**src/rtl/bfiq_pkg.sv**
```systemverilog
package bfiq_pkg;

    localparam int KEY_W            = 16;
    localparam int BYTE_W           = 8;
    localparam int DIGEST_W         = 160;
    localparam int ROW_BITS         = 64;
    localparam int MAX_BITS_DEFAULT = 65536;

    localparam int CMD_W      = 2;
    localparam int HASH_CNT_W = 5;
    localparam int CFG_IDX_W  = 2;
    localparam int CFG_DATA_W = 16;

    localparam logic [CMD_W-1:0] CMD_QUERY  = 2'd0;
    localparam logic [CMD_W-1:0] CMD_INSERT = 2'd1;
    localparam logic [CMD_W-1:0] CMD_CLEAR  = 2'd2;

    localparam logic [CFG_IDX_W-1:0] CFG_STORE_WIDTH = 2'd0;
    localparam logic [CFG_IDX_W-1:0] CFG_HASH_COUNT  = 2'd1;

    localparam logic [KEY_W-1:0]      WIDTH_RESET   = 16'hFFFF;
    localparam logic [HASH_CNT_W-1:0] COUNT_RESET   = 5'd4;
    localparam logic [HASH_CNT_W-1:0] SLICES_NARROW = 5'd19;
    localparam logic [HASH_CNT_W-1:0] SLICES_WIDE   = 5'd9;
    localparam logic [KEY_W-1:0]      NARROW_MAX    = 16'd255;

    localparam int DIGIT_BITS   = 4;
    localparam int WIDE_STEPS   = KEY_W / DIGIT_BITS;
    localparam int NARROW_STEPS = BYTE_W / DIGIT_BITS;
    localparam int STEP_W       = $clog2(WIDE_STEPS);

    typedef struct packed {
        logic             start;
        logic             narrow;
        logic [KEY_W-1:0] raw;
    } mod_req_t;

endpackage

```
**src/rtl/bfiq_mod.sv**
```systemverilog
module bfiq_mod
    import bfiq_pkg::*;
(
    input  logic             clk,
    input  logic             rst_n,
    input  mod_req_t         req,
    input  logic [KEY_W-1:0] divisor,
    output logic             done,
    output logic [KEY_W-1:0] rem
);

    logic              busy_reg;
    logic              done_reg;
    logic [STEP_W-1:0] step_reg;
    logic [KEY_W-1:0]  dvd_reg;
    logic [KEY_W-1:0]  rem_reg;
    logic [KEY_W:0]    r_next;
    logic [KEY_W-1:0]  dvd_next;

    always_comb
    begin
        r_next   = {1'b0, rem_reg};
        dvd_next = dvd_reg;
        for (int k = 0; k < DIGIT_BITS; k++)
        begin
            r_next   = {r_next[KEY_W-1:0], dvd_next[KEY_W-1]};
            dvd_next = {dvd_next[KEY_W-2:0], 1'b0};
            if (r_next >= {1'b0, divisor})
            begin
                r_next = r_next - {1'b0, divisor};
            end
        end
    end

    always_ff @(posedge clk or negedge rst_n)
    begin
        if (!rst_n)
        begin
            busy_reg <= 1'b0;
            done_reg <= 1'b0;
            step_reg <= '0;
        end
        else
        begin
            done_reg <= 1'b0;
            if (req.start)
            begin
                busy_reg <= 1'b1;
                step_reg <= req.narrow ? STEP_W'(NARROW_STEPS - 1) : STEP_W'(WIDE_STEPS - 1);
            end
            else if (busy_reg)
            begin
                if (step_reg == '0)
                begin
                    busy_reg <= 1'b0;
                    done_reg <= 1'b1;
                end
                else
                begin
                    step_reg <= step_reg - 1'b1;
                end
            end
        end
    end

    always_ff @(posedge clk)
    begin
        if (req.start)
        begin
            dvd_reg <= req.raw;
            rem_reg <= '0;
        end
        else if (busy_reg)
        begin
            dvd_reg <= dvd_next;
            rem_reg <= r_next[KEY_W-1:0];
        end
    end

    assign done = done_reg;
    assign rem  = rem_reg;

endmodule

```
**config.mk**
```make
export PLATFORM = sky130hd
export DESIGN_NAME = bfiq_mod
export DESIGN_NICKNAME = d
export VERILOG_FILES = /design/src/rtl/bfiq_pkg.sv /design/src/rtl/bfiq_mod.sv
export SDC_FILE = /design/constraint.sdc
export NUM_CORES = 1
export LEC_CHECK = 0
export ABC_AREA = 1
export BUFFER_PORTS_ARGS = -buffer_cell sky130_fd_sc_hd__buf_4
export CORE_UTILIZATION = 45
export DETAILED_ROUTE_END_ITERATION = 16
export PLACE_DENSITY = 0.73
export SLEW_MARGIN = 10
export SYNTH_ARGS = -nofsm -noshare
export SYNTH_HDL_FRONTEND = slang
export SYNTH_SLANG_ARGS = --single-unit
```
**constraint.sdc**
```tcl
create_clock -name clk -period 7.5 [get_ports clk]
set_input_delay 1.5 -clock clk [delete_from_list [all_inputs] [get_ports clk]]
set_output_delay 1.5 -clock clk [all_outputs]
set_load 0.01 [all_outputs]
```
# [After elaboration in Yosys (flattened, before gate mapping)]
# Cells that the tools add are included.
[op_classes] add_sub_neg=5 magnitude_cmp=4 n_eq_ne=1 mux=16 n_reduce_logical=3
[op_table] operator="$mux 16" count=6
[op_table] operator="$ge 17x16->1" count=4
[op_table] operator="$sub 16x16->16" count=4
[op_table] operator="$mux 2" count=4
[op_table] operator="$mux 1" count=6
[op_table] operator="$logic_not 2->1" count=1
[op_table] operator="$ne 2x2->1 const B" count=1
[op_table] operator="$reduce_and 2->1" count=1
[op_table] operator="$reduce_bool 2->1" count=1
[op_table] operator="$sub 2x1->2 const B" count=1
[word_totals] register_bits=36 in_bits=36 out_inout_bits=17 wordCells=34

# [Longest topological paths before layout]
[logic_depth] ltp_word=8 ltp_mapped=57 ltp_nobuf=51

# [Worst setup path before layout]
# OpenSTA, ideal clock, no wires.
[synth_path] path_type="in2reg" start="input port divisor[12]" end="register rem_reg[4], in the netlist rem[4]" setup_time_ps=113 arrival_ps=8102 required_ps=7387 setup_slack_ps=-715 path_stages=52 n_path_buf=5 cell_sequence="inv_1 > ha_1 > nand2_2 > inv_2 > nand2_2 > inv_1 > a21oi_2 > nand2_2 > nand2_2 > nand2_4 > buf_6 > or2_2 > nand2_1 > inv_1 > ha_1 > nand2_1 > nor4_1 > nand2_1 > [16 not listed] > nand2_4 > buf_6 > o21ai_1 > inv_1 > ha_1 > nand2_1 > nand2_1 > a31oi_1 > o21ai_1 > nand2_1 > o2111ai_1 > a211oi_2 > nand2_2 > nor2_8 > buf_12 > nand2_2 > nand3_2 > nand2_1"
[synth_via] elab_chain_len=8 word_cells_on_any_way=12 cone_classes="add/sub (4); order compare (4); mux (4)"
[synth_rtl] item="start, declared" line_no="bfiq_mod.sv:7" text="input logic [KEY_W-1:0] divisor,"
[synth_rtl] item="$sub 16x16->16 or $ge 17x16->1 (tied branches)" line_no="bfiq_mod.sv:30, bfiq_mod.sv:28"
[synth_rtl] item="$mux 16" line_no="bfiq_mod.sv:28" text="if (r_next >= {1'b0, divisor})"
[synth_rtl] item="$sub 16x16->16 or $ge 17x16->1 (tied branches)" line_no="bfiq_mod.sv:30, bfiq_mod.sv:28"
[synth_rtl] item="$mux 16" line_no="bfiq_mod.sv:28"
[synth_rtl] item="$ge 17x16->1 or $sub 16x16->16 (tied branches)" line_no="bfiq_mod.sv:28, bfiq_mod.sv:30"
[synth_rtl] item="$mux 16" line_no="bfiq_mod.sv:28"
[synth_rtl] item="$sub 16x16->16 or $ge 17x16->1 (tied branches)" line_no="bfiq_mod.sv:30, bfiq_mod.sv:28"
[synth_rtl] item="$mux 16 (*)" line_no="bfiq_mod.sv:28"
[synth_rtl] item="end signal, assigned" line_no="bfiq_mod.sv:76" text="rem_reg <= r_next[KEY_W-1:0];"
[synth_rtl] item="end, declared" line_no="bfiq_mod.sv:16" text="logic [KEY_W-1:0] rem_reg;"
# Every way passes the cells marked *; elsewhere a longest branch is shown, timed or not.
# A chain may end at the register's enable or synchronous reset.

# [Worst setup path after layout]
[layout_path] start="input port divisor[6]" end="register rem_reg[10], in the netlist rem[10]"
[layout_via] elab_chain_len=8 word_cells_on_any_way=12 cone_classes="add/sub (4); order compare (4); mux (4)"
[layout_rtl] item="$sub 16x16->16 or $ge 17x16->1 (tied branches)" line_no="bfiq_mod.sv:30, bfiq_mod.sv:28"
[layout_rtl] item="$mux 16" line_no="bfiq_mod.sv:28"
[layout_rtl] item="$sub 16x16->16 or $ge 17x16->1 (tied branches)" line_no="bfiq_mod.sv:30, bfiq_mod.sv:28"
[layout_rtl] item="$mux 16" line_no="bfiq_mod.sv:28"
[layout_rtl] item="$sub 16x16->16 or $ge 17x16->1 (tied branches)" line_no="bfiq_mod.sv:30, bfiq_mod.sv:28"
[layout_rtl] item="$mux 16" line_no="bfiq_mod.sv:28"
[layout_rtl] item="$sub 16x16->16 or $ge 17x16->1 (tied branches)" line_no="bfiq_mod.sv:30, bfiq_mod.sv:28"
[layout_rtl] item="$mux 16 (*)" line_no="bfiq_mod.sv:28"
# Marked as above.

==> flow_summary.yaml <==
status:
  status: "finished with violations"
  violations: "setup timing"
sta:
  tns_ns: -21.11
  final.period_utilization_pct: 118.3
  fin_crit_ns: 8.872
  rsz0062_at_grt: "true"
  hold_viol: 0
  slew_headroom_pct: 42.76
  setup_viol: 16
  fmax_mhz: 112.7
  hold_slack_ns: 0.5184
  setup_ws_ns: -1.372
  tightest_slew_ns: 0.8577
  fin_worst_skew_ns: 0.01164
  maxSlewViolCount: 0
global_routing:
  grt_max_degree: 23
  overflow: 0
  grt_pass1_wl_um: 33180
  grt_usage_pct: 34.06
  grt_antenna_before_repair: 0
  grt_pass1_vias: 6887
placement:
  portBuffers: 52
  gp_congestion: 0.9905
  dp_hpwl_um: 16720
  place_area_sq_mm: 0.008287
drt:
  wl_um: 28410
  drc: 0
  first_pass_iters: 7
  vias: 7773
  drt_iter0_markers: 909
  drt-wirelength-per-cell_um: 21.42
  ant_nets: 0
  via_per_inst: 5.862
synthesis:
  synthTopCellsByCount: "298 x nand2_1, 117 x inv_1, 65 x ha_1"
  ys.warnings.count: 0
  syn_inst: 861
  avgSynthCellArea_sq_um: 6.394
  yosysTopAreaCell: "nand2_1"
  seq_area_frac_synth_pct: 16.36
  synth_flop_cell: "edfxtp_1"
  syn_nets: 966
  synth_most_common_cell: "nand2_1"
  synthArstFlopShare_pct: 11.11
  synth-edff-count: 16
  ys_ff_latch: 36
  synth_area_sq_mm: 0.005505
  synth_top_area_share_pct: 20.32
  synth_area_leaders: "nand2_1 20%, ha_1 15%, edfxtp_1 8.7%"
  yosysUniqueCellTypes: 45
die:
  rows: 40
  dieArea_sq_mm: 0.01268
  die_w_um: 112.6
  io_pins: 53
  start_util_pct: 46.03
  coreArea_sq_mm: 0.01196
  dieHeight_um: 112.6
cts:
  ctsLongestPathBuffers: 2
  clk_pin_slew_ns: 0.07
  htree_levels: 2
  cts_tree: "built"
  cts_hold_buf: 0
  cts_sinks: 36
  cts_made_buffers: 5
  insertion_delay_ns: 0.29
  clockRootBuffer: "clkbuf_16"
setup_path:
  worst_setup_path_start_kind: "input port"
  cpMaxStageDelayCell: "ha_4"
  critical_path_arrival_ns: 9.05
  required_ns: 7.68
  crit_top_cell: "nand2_1"
  max_stage_delay_ns: 0.38
  endpoint_kind: "flip-flop"
  cp_max_fo: 11
  rrSetupSlack_ns: -0.40
  worst-setup-path-type: "in -> reg"
final_layout:
  antennaDiodeCount: 0
  layout-drive-gt1-share_pct: 50.64
  fin_area_sq_mm: 0.009714
  fin_nets: 1283
  area_growth_pct: 76.45
flow_run:
  maxCapViolations: 0
worst_hold_path:
  hold_path_class: "reg -> reg"
[path summary, 6_finish.rpt]
path,end,depth (start not counted),from
setup / recovery,rem[10],50,divisor[6]
hold / removal,dvd_reg[8],2,dvd_reg[4]
setup reg to reg,rem[10],52,dvd_reg[15]
hold reg to reg,dvd_reg[8],2,dvd_reg[4]
max in group asynchronous,busy_reg,1,rst_n
min in group asynchronous,step_reg[1],1,rst_n
[layer usage]
layer	wire, um	share of wire, %	GRT usage, %
met1	9671	34	38.25
met2	12870	45	59.84
met3	2906	10	3.618
met4	2953	10	25.07
met5	0	0	0
[worst max-delay path: cells and delay by family]
| kind | cells | cell delay [ns] |
|---|---|---|
| buffers and inverters | 12 | 1.54 |
| and+or+nand+nor | 24 | 2.99 |
| adders and majority gates | 4 | 1.17 |
| AOI/OAI and AO/OA | 10 | 1.80 |
[final cells by class]
type,count,area (sq um)
clock inverter,1,5.005
tap,147,183.9
clock buffer,7,153.9
sequential,36,900.9
timing repair buffer,324,2643
fill,680,2247
multi-input combinational,688,5315
inverter,122,504.2
timing repair inverter,1,8.758
[through the flow]
step	util, %	cells	worst slack (ns)
3_3_place_gp	69.28	1280	-0.6727
2_1_floorplan	-	861	-0.2464
4_1_cts	74.28	1303	-0.2058
5_1_grt	81.21	1326	-1.408
3_5_place_dp	69.28	1280	-0.8134
6_report	81.21	1326	-1.372
[cell families after synthesis]
kind of cell               after synthesis  share of synthesized area (%)
and+or+nand+nor                        432                          35.30
buffers and inverters                  138                          10.57
AOI/OAI and AO/OA                      136                          13.59
adders and majority gates               69                          16.23
xor gates and xnor gates                50                          7.955
DFF                                     36                          16.36
[layout by cell type, fill, tap and decap left out, types with 4 or more instances in the layout]
master,instances
o21ai_2,13
nand2_1,243
a21oi_2,18
edfxtp_1,16
buf_4,300
nand2_2,66
nand3_2,20
inv_2,24
xnor2_1,29
o21ai_0,24
clkinvlp_4,9
nand4_1,8
dfrtp_1,4
a21oi_1,34
buf_12,6
nand2_4,16
clkbuf_16,8
a21oi_4,5
nand3_1,20
o21ai_4,16
nor2_1,30
inv_1,88
xor2_1,20
o21ai_1,8
nor2_2,7
ha_1,22
dfxtp_1,16
buf_6,12
ha_4,42
[repair_timing]
action,in CTS,in global routing
gates resized for setup,71,135
setup buffers,12,21
pin swaps,27,71
endpoints found under the setup margin,16,16
cloned,3,3
Power is not shown: default switching activity piles up to over one toggle a cycle in this logic, so the estimate is an artifact.
